$ cat src/hdl/octn_enc_pkg.sv
// shared types and constants for the octahedral normal encoder
`default_nettype none

package octn_enc_pkg;

    localparam int HALF_W = 16;

    typedef logic [HALF_W-1:0] t_half;

    typedef struct packed {
        logic valid;
        logic invalid;
    } t_ctrl;

endpackage

`default_nettype wire

$ cat src/hdl/octn_enc_prep.sv
// front stages: magnitudes, sum, hemisphere fold, scaled numerators
`default_nettype none

module octn_enc_prep #(
    parameter int COMP_WIDTH = 16,
    parameter int CODE_WIDTH = 16,
    localparam int SW = COMP_WIDTH + 1,
    localparam int DW = COMP_WIDTH + 2,
    localparam int NW = DW + CODE_WIDTH
) (
    input  wire logic                    i_clk,
    input  wire logic                    i_rst_n,
    input  wire logic                    i_start,
    input  wire logic [COMP_WIDTH-1:0]   i_norm_x,
    input  wire logic [COMP_WIDTH-1:0]   i_norm_y,
    input  wire logic [COMP_WIDTH-1:0]   i_norm_z,
    output octn_enc_pkg::t_ctrl          o_ctrl,
    output logic [DW-1:0]                o_div,
    output logic [DW-1:0]                o_rem_p,
    output logic [CODE_WIDTH-1:0]        o_lo_p,
    output logic [DW-1:0]                o_rem_q,
    output logic [CODE_WIDTH-1:0]        o_lo_q
);

    // stage 1: sign-extended components and magnitudes
    logic [SW-1:0] n_s1_x, n_s1_y, n_s1_z;
    logic [SW-1:0] n_s1_ax, n_s1_ay, n_s1_az;
    logic          r_s1_vld;
    logic [SW-1:0] r_s1_x, r_s1_y;
    logic [SW-1:0] r_s1_ax, r_s1_ay, r_s1_az;
    logic          r_s1_xneg, r_s1_yneg, r_s1_zneg;

    // stage 2: sum of magnitudes
    logic          r_s2_vld;
    logic [SW-1:0] r_s2_x, r_s2_y;
    logic [SW-1:0] r_s2_ax, r_s2_ay;
    logic [SW-1:0] r_s2_s;
    logic          r_s2_xneg, r_s2_yneg, r_s2_zneg;

    // stage 3: shifted coordinates t+s and divisor 2s
    logic [DW-1:0]       n_s3_s2, n_s3_ap, n_s3_aq;
    logic                r_s3_vld, r_s3_inv;
    logic [DW-1:0]       r_s3_ap, r_s3_aq, r_s3_div;

    // stage 4: numerators (t+s)*(2^k-1) split into start remainder and low bits
    logic [NW-1:0]       n_s4_np, n_s4_nq;
    logic                r_s4_vld, r_s4_inv;
    logic [DW-1:0]       r_s4_div;
    logic [NW-1:0]       r_s4_np, r_s4_nq;

    always_comb begin
        n_s1_x  = {i_norm_x[COMP_WIDTH-1], i_norm_x};
        n_s1_y  = {i_norm_y[COMP_WIDTH-1], i_norm_y};
        n_s1_z  = {i_norm_z[COMP_WIDTH-1], i_norm_z};
        n_s1_ax = i_norm_x[COMP_WIDTH-1] ? SW'(~n_s1_x + SW'(1)) : n_s1_x;
        n_s1_ay = i_norm_y[COMP_WIDTH-1] ? SW'(~n_s1_y + SW'(1)) : n_s1_y;
        n_s1_az = i_norm_z[COMP_WIDTH-1] ? SW'(~n_s1_z + SW'(1)) : n_s1_z;
    end

    always_comb begin
        n_s3_s2 = {r_s2_s, 1'b0};
        if (!r_s2_zneg) begin
            n_s3_ap = DW'({r_s2_x[SW-1], r_s2_x}) + DW'(r_s2_s);
            n_s3_aq = DW'({r_s2_y[SW-1], r_s2_y}) + DW'(r_s2_s);
        end else begin
            // folded: t+s is |y| for negative x, else 2s-|y| (same for q)
            n_s3_ap = r_s2_xneg ? DW'(r_s2_ay) : DW'(n_s3_s2 - DW'(r_s2_ay));
            n_s3_aq = r_s2_yneg ? DW'(r_s2_ax) : DW'(n_s3_s2 - DW'(r_s2_ax));
        end
    end

    always_comb begin
        n_s4_np = {r_s3_ap, CODE_WIDTH'(0)} - NW'(r_s3_ap);
        n_s4_nq = {r_s3_aq, CODE_WIDTH'(0)} - NW'(r_s3_aq);
    end

    always_ff @(posedge i_clk) begin
        if (!i_rst_n) begin
            r_s1_vld <= 1'b0;
            r_s2_vld <= 1'b0;
            r_s3_vld <= 1'b0;
            r_s4_vld <= 1'b0;
        end else begin
            r_s1_vld <= i_start;
            r_s2_vld <= r_s1_vld;
            r_s3_vld <= r_s2_vld;
            r_s4_vld <= r_s3_vld;
        end
    end

    always_ff @(posedge i_clk) begin
        r_s1_x    <= n_s1_x;
        r_s1_y    <= n_s1_y;
        r_s1_ax   <= n_s1_ax;
        r_s1_ay   <= n_s1_ay;
        r_s1_az   <= n_s1_az;
        r_s1_xneg <= i_norm_x[COMP_WIDTH-1];
        r_s1_yneg <= i_norm_y[COMP_WIDTH-1];
        r_s1_zneg <= i_norm_z[COMP_WIDTH-1];

        r_s2_x    <= r_s1_x;
        r_s2_y    <= r_s1_y;
        r_s2_ax   <= r_s1_ax;
        r_s2_ay   <= r_s1_ay;
        r_s2_s    <= SW'(r_s1_ax + r_s1_ay + r_s1_az);
        r_s2_xneg <= r_s1_xneg;
        r_s2_yneg <= r_s1_yneg;
        r_s2_zneg <= r_s1_zneg;

        r_s3_ap   <= n_s3_ap;
        r_s3_aq   <= n_s3_aq;
        r_s3_div  <= n_s3_s2;
        r_s3_inv  <= (r_s2_s == '0);

        r_s4_np   <= n_s4_np;
        r_s4_nq   <= n_s4_nq;
        r_s4_div  <= r_s3_div;
        r_s4_inv  <= r_s3_inv;
    end

    assign o_ctrl  = '{valid: r_s4_vld, invalid: r_s4_inv};
    assign o_div   = r_s4_div;
    assign o_rem_p = r_s4_np[NW-1:CODE_WIDTH];
    assign o_lo_p  = r_s4_np[CODE_WIDTH-1:0];
    assign o_rem_q = r_s4_nq[NW-1:CODE_WIDTH];
    assign o_lo_q  = r_s4_nq[CODE_WIDTH-1:0];

endmodule

`default_nettype wire

$ cat src/hdl/octn_enc_cell.sv
// one restoring-division cell: one quotient bit for each of the two codes
`default_nettype none

module octn_enc_cell #(
    parameter int DW = 18,
    parameter int QW = 16
) (
    input  wire logic                 i_clk,
    input  wire logic                 i_rst_n,
    input  octn_enc_pkg::t_ctrl       i_ctrl,
    input  wire logic [DW-1:0]        i_div,
    input  wire logic [DW-1:0]        i_rem_p,
    input  wire logic [QW-1:0]        i_lo_p,
    input  wire logic [QW-1:0]        i_quo_p,
    input  wire logic [DW-1:0]        i_rem_q,
    input  wire logic [QW-1:0]        i_lo_q,
    input  wire logic [QW-1:0]        i_quo_q,
    output octn_enc_pkg::t_ctrl       o_ctrl,
    output logic [DW-1:0]             o_div,
    output logic [DW-1:0]             o_rem_p,
    output logic [QW-1:0]             o_lo_p,
    output logic [QW-1:0]             o_quo_p,
    output logic [DW-1:0]             o_rem_q,
    output logic [QW-1:0]             o_lo_q,
    output logic [QW-1:0]             o_quo_q
);

    logic [DW:0]         trial_p, trial_q, div_x;
    logic                ge_p, ge_q;
    logic [DW-1:0]       n_rem_p, n_rem_q;
    logic                r_vld, r_inv;
    logic [DW-1:0]       r_div, r_rem_p, r_rem_q;
    logic [QW-1:0]       r_lo_p, r_lo_q, r_quo_p, r_quo_q;

    always_comb begin
        div_x   = {1'b0, i_div};
        trial_p = {i_rem_p, i_lo_p[QW-1]};
        trial_q = {i_rem_q, i_lo_q[QW-1]};
        ge_p    = (trial_p >= div_x);
        ge_q    = (trial_q >= div_x);
        n_rem_p = ge_p ? DW'(trial_p - div_x) : DW'(trial_p);
        n_rem_q = ge_q ? DW'(trial_q - div_x) : DW'(trial_q);
    end

    always_ff @(posedge i_clk) begin
        if (!i_rst_n) begin
            r_vld <= 1'b0;
        end else begin
            r_vld <= i_ctrl.valid;
        end
    end

    always_ff @(posedge i_clk) begin
        r_inv   <= i_ctrl.invalid;
        r_div   <= i_div;
        r_rem_p <= n_rem_p;
        r_rem_q <= n_rem_q;
        r_lo_p  <= {i_lo_p[QW-2:0], 1'b0};
        r_lo_q  <= {i_lo_q[QW-2:0], 1'b0};
        r_quo_p <= {i_quo_p[QW-2:0], ge_p};
        r_quo_q <= {i_quo_q[QW-2:0], ge_q};
    end

    assign o_ctrl  = '{valid: r_vld, invalid: r_inv};
    assign o_div   = r_div;
    assign o_rem_p = r_rem_p;
    assign o_lo_p  = r_lo_p;
    assign o_quo_p = r_quo_p;
    assign o_rem_q = r_rem_q;
    assign o_lo_q  = r_lo_q;
    assign o_quo_q = r_quo_q;

    // partial remainder stays below the divisor
    a_rem_bound: assert property (@(posedge i_clk) disable iff (!i_rst_n)
        (r_vld && !r_inv) |-> (r_rem_p < r_div && r_rem_q < r_div))
        else $error("partial remainder not below divisor");

endmodule

`default_nettype wire

$ cat src/hdl/octahedral_normal_encoder_unit.sv
// top level of the octahedral normal encoder: front stages and division cell row
//
// channel   direction  handshake        payload
// command   in         start / busy     i_norm_x, i_norm_y, i_norm_z
// result    out        o_valid strobe   o_packed_code, o_invalid
//
// one vector is taken every cycle; busy stays low
// the pipeline has four front stages, then one cell per code bit
// each result is shown for one cycle under o_valid and cannot be held off
// reset clears only the valid chain; data registers carry no reset
`default_nettype none

module octahedral_normal_encoder_unit #(
    parameter int COMP_WIDTH = 16,
    parameter int CODE_WIDTH = 16
) (
    input  wire logic                    i_clk,
    input  wire logic                    i_rst_n,
    input  wire logic                    start,
    output logic                         busy,
    input  wire logic [COMP_WIDTH-1:0]   i_norm_x,
    input  wire logic [COMP_WIDTH-1:0]   i_norm_y,
    input  wire logic [COMP_WIDTH-1:0]   i_norm_z,
    output logic                         o_valid,
    output logic [31:0]                  o_packed_code,
    output logic                         o_invalid
);

    localparam int DW  = COMP_WIDTH + 2;
    localparam int LAT = 4 + CODE_WIDTH;
    localparam logic [CODE_WIDTH-1:0] HALF_CODE = {1'b0, {(CODE_WIDTH-1){1'b1}}};

    octn_enc_pkg::t_ctrl   ctrl_c  [CODE_WIDTH+1];
    logic [DW-1:0]         div_c   [CODE_WIDTH+1];
    logic [DW-1:0]         rem_p_c [CODE_WIDTH+1];
    logic [DW-1:0]         rem_q_c [CODE_WIDTH+1];
    logic [CODE_WIDTH-1:0] lo_p_c  [CODE_WIDTH+1];
    logic [CODE_WIDTH-1:0] lo_q_c  [CODE_WIDTH+1];
    logic [CODE_WIDTH-1:0] quo_p_c [CODE_WIDTH+1];
    logic [CODE_WIDTH-1:0] quo_q_c [CODE_WIDTH+1];

    assign busy = 1'b0;

    octn_enc_prep #(
        .COMP_WIDTH (COMP_WIDTH),
        .CODE_WIDTH (CODE_WIDTH)
    ) u_prep (
        .i_clk    (i_clk),
        .i_rst_n  (i_rst_n),
        .i_start  (start),
        .i_norm_x (i_norm_x),
        .i_norm_y (i_norm_y),
        .i_norm_z (i_norm_z),
        .o_ctrl   (ctrl_c[0]),
        .o_div    (div_c[0]),
        .o_rem_p  (rem_p_c[0]),
        .o_lo_p   (lo_p_c[0]),
        .o_rem_q  (rem_q_c[0]),
        .o_lo_q   (lo_q_c[0])
    );

    assign quo_p_c[0] = '0;
    assign quo_q_c[0] = '0;

    for (genvar g = 0; g < CODE_WIDTH; g++) begin : g_cell
        octn_enc_cell #(
            .DW (DW),
            .QW (CODE_WIDTH)
        ) u_cell (
            .i_clk   (i_clk),
            .i_rst_n (i_rst_n),
            .i_ctrl  (ctrl_c[g]),
            .i_div   (div_c[g]),
            .i_rem_p (rem_p_c[g]),
            .i_lo_p  (lo_p_c[g]),
            .i_quo_p (quo_p_c[g]),
            .i_rem_q (rem_q_c[g]),
            .i_lo_q  (lo_q_c[g]),
            .i_quo_q (quo_q_c[g]),
            .o_ctrl  (ctrl_c[g+1]),
            .o_div   (div_c[g+1]),
            .o_rem_p (rem_p_c[g+1]),
            .o_lo_p  (lo_p_c[g+1]),
            .o_quo_p (quo_p_c[g+1]),
            .o_rem_q (rem_q_c[g+1]),
            .o_lo_q  (lo_q_c[g+1]),
            .o_quo_q (quo_q_c[g+1])
        );
    end

    always_comb begin
        o_valid   = ctrl_c[CODE_WIDTH].valid;
        o_invalid = ctrl_c[CODE_WIDTH].invalid;
        if (ctrl_c[CODE_WIDTH].invalid) begin
            o_packed_code = {octn_enc_pkg::t_half'(HALF_CODE),
                             octn_enc_pkg::t_half'(HALF_CODE)};
        end else begin
            o_packed_code = {octn_enc_pkg::t_half'(quo_p_c[CODE_WIDTH]),
                             octn_enc_pkg::t_half'(quo_q_c[CODE_WIDTH])};
        end
    end

    a_result_follows: assert property (@(posedge i_clk) disable iff (!i_rst_n)
        (start && !busy) |-> ##LAT o_valid)
        else $error("transfer accepted but no result after pipeline latency");

    a_result_has_cause: assert property (@(posedge i_clk) disable iff (!i_rst_n)
        o_valid |-> $past(start, LAT))
        else $error("result without accepted transfer");

    a_invalid_zero: assert property (@(posedge i_clk) disable iff (!i_rst_n)
        (o_valid && o_invalid) |->
            $past(i_norm_x == '0 && i_norm_y == '0 && i_norm_z == '0, LAT))
        else $error("invalid flag for nonzero vector");

    a_valid_nonzero: assert property (@(posedge i_clk) disable iff (!i_rst_n)
        (o_valid && !o_invalid) |->
            $past(i_norm_x != '0 || i_norm_y != '0 || i_norm_z != '0, LAT))
        else $error("zero vector not flagged invalid");

endmodule

`default_nettype wire

$ cat config.mk
export PLATFORM = sky130hd
export DESIGN_NAME = octahedral_normal_encoder_unit
export DESIGN_NICKNAME = d
export VERILOG_FILES = /design/src/hdl/octn_enc_pkg.sv /design/src/hdl/octn_enc_prep.sv /design/src/hdl/octn_enc_cell.sv /design/src/hdl/octahedral_normal_encoder_unit.sv
export SDC_FILE = /design/constraint.sdc
export NUM_CORES = 2
export LEC_CHECK = 0
export BUFFER_PORTS_ARGS = -buffer_cell sky130_fd_sc_hd__clkbuf_2
export CAP_MARGIN = 25
export CORE_UTILIZATION = 50
export CTS_CLUSTER_DIAMETER = 120
export DETAILED_ROUTE_END_ITERATION = 6
export HOLD_SLACK_MARGIN = 0.08
export PLACE_DENSITY = 0.66
export SYNTH_ARGS = -nofsm -noshare
export SYNTH_HDL_FRONTEND = slang
export SYNTH_SLANG_ARGS = --single-unit
$ cat constraint.sdc
create_clock -name i_clk -period 3.1 [get_ports i_clk]
set_input_delay 0 -clock i_clk [delete_from_list [all_inputs] [get_ports i_clk]]
set_output_delay 0 -clock i_clk [all_outputs]
set_load 0.005 [all_outputs]
* After elaboration in Yosys (flattened, before gate mapping)
Cells that the tools add are included.
** Word-level totals
- Output and inout bits :: 35
- Bits in latches :: 0
- Bits in registers :: 1655
- Bits in read-only memories :: 0
- Memories :: 0
- Logic and storage cells :: 285
- Bits of input ports :: 51
- Bits in writable memories :: 0
** Cells by class
- Shifts and indexed selects :: 0
- $add $sub $neg :: 41
- Bitwise operators :: 3
- Multipliers :: 0
- Equality and inequality tests :: 0
- $lt $le $gt $ge :: 32
- Multiplexer cells :: 38
- Divide/modulo/power cells :: 0
- Reductions and logical operators :: 1
** Operator list (count)
- 18-bit 2-to-1 mux :: 34
- 19-bit by 18-bit greater-or-equal comparator with 1-bit output :: 32
- 18-bit subtractor :: 30
- 34-bit by 18-bit subtractor with 34-bit output :: 2
- 17-bit by 1-bit adder with 17-bit output, second input constant :: 3
- 17-bit inverter :: 3
- 15-bit 2-to-1 mux :: 3
- 18-bit by 17-bit adder with 18-bit output :: 2
- 18-bit by 17-bit subtractor with 18-bit output :: 2
- 17-bit adder :: 2
- 32-bit 2-to-1 mux :: 1
- 17-bit logical NOT :: 1

* Depth between registers and ports, before layout
- Depth in word-level cells :: 3
- Mapped depth :: 14
- Depth with buffers taken out :: 14

* By module
From an unflattened synthesis, not the netlist that was laid out.
** Second synthesis, totals
- Cell total of the unflattened synthesis :: 8762
- Area, all modules :: 92055.8 um2
** Modules (own cells, without submodules)
- octn_enc_cell (g_cell[12].u_cell ...) :: area an instance 4958.5 um2, times used 11, cells each 472, sequential area each 2362.3 um2
- octn_enc_cell (g_cell[0].u_cell ...) :: area an instance 4835.9 um2, times used 5, cells each 446, sequential area each 2362.3 um2
- octn_enc_prep :: area an instance 13082.5 um2, times used 1, cells each 1303, sequential area each 6165.9 um2
- octahedral_normal_encoder_unit :: area an instance 250.2 um2, times used 1, cells each 37, sequential area each 0.0 um2

* Worst setup path before layout
No wires, ideal clock.
- Path kind :: register to register
- Start :: reg g_cell[3].u_cell.r_rem_p[0]
- End :: reg g_cell[4].u_cell.r_rem_p[11]
- Stages on the path, launching flop included :: 14
- Data arrival time :: 2.733 ns
- Setup time :: 0.121 ns
- Clock period less this slack :: 2.854 ns
- Buffers on the path :: 2
- Setup slack :: 0.246 ns
- Data required time :: 2.979 ns
- Cell sequence :: dfxtp_1 inv_1 ha_1 fa_1 nand2b_1 a21boi_0 o21ai_0 a21oi_1 a221oi_2 o21ai_0 a31o_2 buf_6 buf_6 mux2_2
** On the way
- Word-level cells in the longest chain between the ends :: 2
- Elaborated cells on any way between the ends :: 3
- Classes of those cells :: add/sub (1); order compare (1); mux (1)
** Ends and longest elaborated chain
- start: declaration :: line octn_enc_cell.sv:32 : logic [DW-1:0] r_div, r_rem_p, r_rem_q;
- start signal: assignment :: line octn_enc_cell.sv:56 : r_rem_p <= n_rem_p;
- 19-bit by 18-bit greater-or-equal comparator with 1-bit output :: line octn_enc_cell.sv:39 : ge_p = (trial_p >= div_x);
- via g_cell[4].u_cell.ge_p :: line octn_enc_cell.sv:29 : logic ge_p, ge_q;
- 18-bit 2-to-1 mux :: line octn_enc_cell.sv:41 : n_rem_p = ge_p ? DW'(trial_p - div_x) : DW'(trial_p);
- via g_cell[4].u_cell.n_rem_p[11] :: line octn_enc_cell.sv:30 : logic [DW-1:0] n_rem_p, n_rem_q;
- end signal: assignment :: line octn_enc_cell.sv:56
- end: declaration :: line octn_enc_cell.sv:32
The timed path passes the listed nets, and every way through them passes these cells.
A chain may end at the register's enable or synchronous reset.

* Worst setup path after layout
- Start :: reg g_cell[4].u_cell.r_rem_p[0]
- End :: reg g_cell[5].u_cell.r_rem_p[6]
** On the way
- Word-level cells in the longest chain between the ends :: 2
- Elaborated cells on any way between the ends :: 3
- Classes of those cells :: add/sub (1); order compare (1); mux (1)
** Ends and longest elaborated chain (line)
- 18-bit subtractor or 19-bit by 18-bit greater-or-equal comparator with 1-bit output (tied branches) :: octn_enc_cell.sv:41, octn_enc_cell.sv:39
- 18-bit 2-to-1 mux (*) :: octn_enc_cell.sv:41
- via g_cell[5].u_cell.n_rem_p[6] :: octn_enc_cell.sv:30
- end signal: assignment :: octn_enc_cell.sv:56
- end: declaration :: octn_enc_cell.sv:32
Mark *: on every way through the listed nets, which the timed path passes. The rest lies on a longest branch.

==> flow_summary.yaml <==
setup_path:
  worst-path-max-fanout: 5
  critical-path-max-stage-delay_ns: 0.41
  path_cells: "inv_1 -> ha_1 -> fa_2 -> nor2b_2 -> o21ai_2 -> a2111oi_4 -> o311ai_2 -> a31o_2 -> o31ai_4 -> clkbuf_16 -> mux2_2"
  startpoint: "g_cell[4].u_cell.o_rem_p[0]"
  cp_top_family: "compound AO/OA/AOI/OAI gates"
  worstPathRequired_ns: 3.77
  cp-end-kind: "flop"
  path_depth: 11
  crit_type: "reg -> reg"
  r2r-start: "g_cell[4].u_cell.o_rem_p[0]"
  r2r_cells: 11
  cp_data_arrival_time_ns: 3.66
  startpoint_type: "flop"
  cp.buffers_inverters: 2
  worst_path_max_delay_cell: "o31ai_4"
  r2r_setup_slack_ns: 0.11
synth:
  syn_area_um2: 71500
  ys_types: 100
  synthArstFlopShare: 0
  synth-seq-cells: 1647
  synth_cells: 7064
  synth_edf_count: 0
  syn_avg_cell_area_um2: 10.1
  synth_warnings: 0
  synth-main-ff-cell: "dfxtp_1"
  yosysSeqAreaShare: 0.461
floorplan:
  rows: 138
  core_area_um2: 142000
  die_x_um: 380
  ios: 86
  die_y_um: 380
  die_area_um2: 144000
  start_util: 0.504
sta:
  clock.fmax_mhz: 334
  drv_slew: 0
  finalHoldViolCount: 0
  period_minus_slack_ns: 2.99
  timing.final.crit_share: 0.965
  max_slew_margin: 0.362
  setup_viol: 0
  whs_ns: 0.135
  worstMarginPinSlew_ns: 0.948
  finClkSkew_ns: 0.0327
global_routing:
  gr-total-overflow: 0
  met1_usage: 0.310
  busiest_layer: "met2"
  grt_max_degree: 37
  grt_usage: 0.230
  antenna_found_initial: 6
  grt_first_pass_wirelength_um: 266000
  first_global_vias: 49500
  grt_use_met3: 0.0361
  gr-usage-met2: 0.370
cts:
  cts_tree: "done"
  cts_buffer_depth: 3
  htreeDepth: 4
  clock-sinks: 1647
  clk_pin_slew_ns: 0.06
  clk_latency_ns: 0.81
  clock-root-buffer: "clkbuf_16"
  cts_buffers: 169
route:
  drc: 0
  final_antenna_net_count: 0
  via_per_inst: 5.39
  drt-total-wl_um: 171000
  vias: 51400
  wl_per_cell_um: 17.9
  first_pass_iters: 5
  drtIter0Drc: 3487
place:
  dp_hpwl_um: 131000
  portBuffers: 84
  dp.cells: 9081
  finalWeightedCongestion: 0.908
worst_hold_path:
  min-delay-path-class: "in -> reg"
  holdPathStages: 5
  worstHoldStart: "i_norm_x[12]"
layout:
  fillers: 12100
  nNetsFinal: 8235
  area_growth_pct: 15.4
  drive_above_1_share: 0.128
  stdcell_count: 9529
  post-route-util: 0.582
outcome:
  status: "complete, no violations"
job:
  drv_cap: 0
## timing repair
item                                    CTS  global route
resized for setup                         1            49
gates cloned                              0             2
hold buffers                            125             0
hold endpoints to repair                 99             0
buffers inserted                          5             5
endpoints found under the setup margin   24           215
pin swaps                                 1            12
## worst min-delay path: stages
cell	delay (ns)
dlygate4sd3_1	0.52
clkbuf_2	0.12
nor4_1	0.06
nand3_1	0.12
nor4b_1	0.06
## synthesized netlist by cell type, types with 65 or more instances
cell type  number  area share
a21oi_1       546       0.038
xnor2_1       389       0.048
a31oi_1        65      0.0057
mux2_2        289       0.046
nand2b_1       72      0.0063
nor2b_1       112      0.0098
nand3_1       107      0.0075
xor2_1        178       0.022
dfxtp_1      1647        0.46
nand2_1       371       0.019
o21a_1         67      0.0070
a21o_1        221       0.023
ha_1          634        0.11
o21ai_0       379       0.027
inv_1         523       0.027
nor3_1         92      0.0064
nor2_1        370       0.019
clkbuf_1       79      0.0041
## state kept, by name, indices dropped and copies added, names as in the netlist, 18 cells and up
register	flops
g_cell.u_cell.o_div	255
g_cell.u_cell.o_lo_p	120
g_cell.u_cell.o_lo_q	120
g_cell.u_cell.o_quo_p	136
g_cell.u_cell.o_quo_q	136
g_cell.u_cell.o_rem_p	270
g_cell.u_cell.o_rem_q	270
u_prep.r_s3_ap	18
u_prep.r_s3_aq	18
u_prep.r_s4_np	34
u_prep.r_s4_nq	34
## stage by stage
| step | setup WS [ns] | TNS [ns] | cell area (um^2) |
|---|---|---|---|
| floorplan | 0.246 | 0 | 71500 |
| global placement | 0.0634 | 0 | 75100 |
| detailed placement | 0.00297 | 0 | 75100 |
| CTS | 0.0108 | 0 | 82300 |
| global route | -0.0180 | -0.0656 | 82500 |
| finish | 0.109 | 0 | 82500 |
## logic make-up (layout without fill, tap and decap cells)
| logic type | Yosys count | in the layout | synth area share |
|---|---|---|---|
| other | 1 | 6 | 0.0000525 |
| AND/OR/NAND/NOR | 1468 | 1468 | 0.102 |
| buffers and inverters | 651 | 1221 | 0.0369 |
| XOR/XNOR | 567 | 567 | 0.0695 |
| AO/OA/AOI/OAI | 1703 | 1703 | 0.151 |
| flip-flops | 1647 | 1647 | 0.461 |
| multiplexers | 342 | 342 | 0.0535 |
| adder cells (fa/ha/maj) | 685 | 685 | 0.125 |
## layout by cell type (no fill, tap or decap), types with 30 or more instances in the layout
| master | n |
|---|---|
| dfxtp_1 | 1643 |
| o21ai_0 | 363 |
| nor3_1 | 92 |
| nand3_1 | 107 |
| nor2b_1 | 110 |
| o21bai_1 | 35 |
| o31ai_1 | 43 |
| xnor2_1 | 389 |
| a21oi_1 | 539 |
| nor2_1 | 370 |
| inv_1 | 523 |
| dlygate4sd3_1 | 125 |
| nand4_1 | 63 |
| mux2_2 | 289 |
| or2_2 | 46 |
| o211ai_1 | 30 |
| nand2_1 | 370 |
| fa_1 | 49 |
| clkbuf_2 | 84 |
| and2_1 | 35 |
| and3_1 | 48 |
| a31oi_1 | 64 |
| o21a_1 | 67 |
| clkbuf_1 | 31 |
| a211oi_1 | 58 |
| xor2_1 | 178 |
| a21o_1 | 221 |
| clkbuf_16 | 173 |
| nand2b_1 | 72 |
| mux2i_1 | 43 |
| ha_1 | 632 |
| buf_4 | 151 |
## cell type report
class | count | area, um^2 | area share
well taps | 1890 | 2360 | 0.0287
diodes | 2 | 5.00 | 0.0000606
repair buffers | 385 | 3310 | 0.0401
multi-input cells | 4769 | 36000 | 0.437
inverters | 527 | 1980 | 0.0240
clock buffers | 222 | 4670 | 0.0566
flip-flops and latches | 1647 | 33000 | 0.400
clock inverters | 87 | 1190 | 0.0144
## layer usage
layer  vias up  routed length [um]
li1      25700                   -
met5         -                  13
met1     24100               79000
met2      1290               77300
met3       342                8760
met4         2                5510
## final timing paths
kind	endpoint
worst min-delay path	u_prep.r_s1_ax[15]
worst min register to register	g_cell[9].u_cell.o_quo_p[7]
worst max register to register	g_cell[5].u_cell.o_rem_p[6]
worst max-delay path	g_cell[5].u_cell.o_rem_p[6]
Power is left out: the tool's default activity adds up to more than one toggle a clock period on the data nets, which glitch-free logic cannot reach.
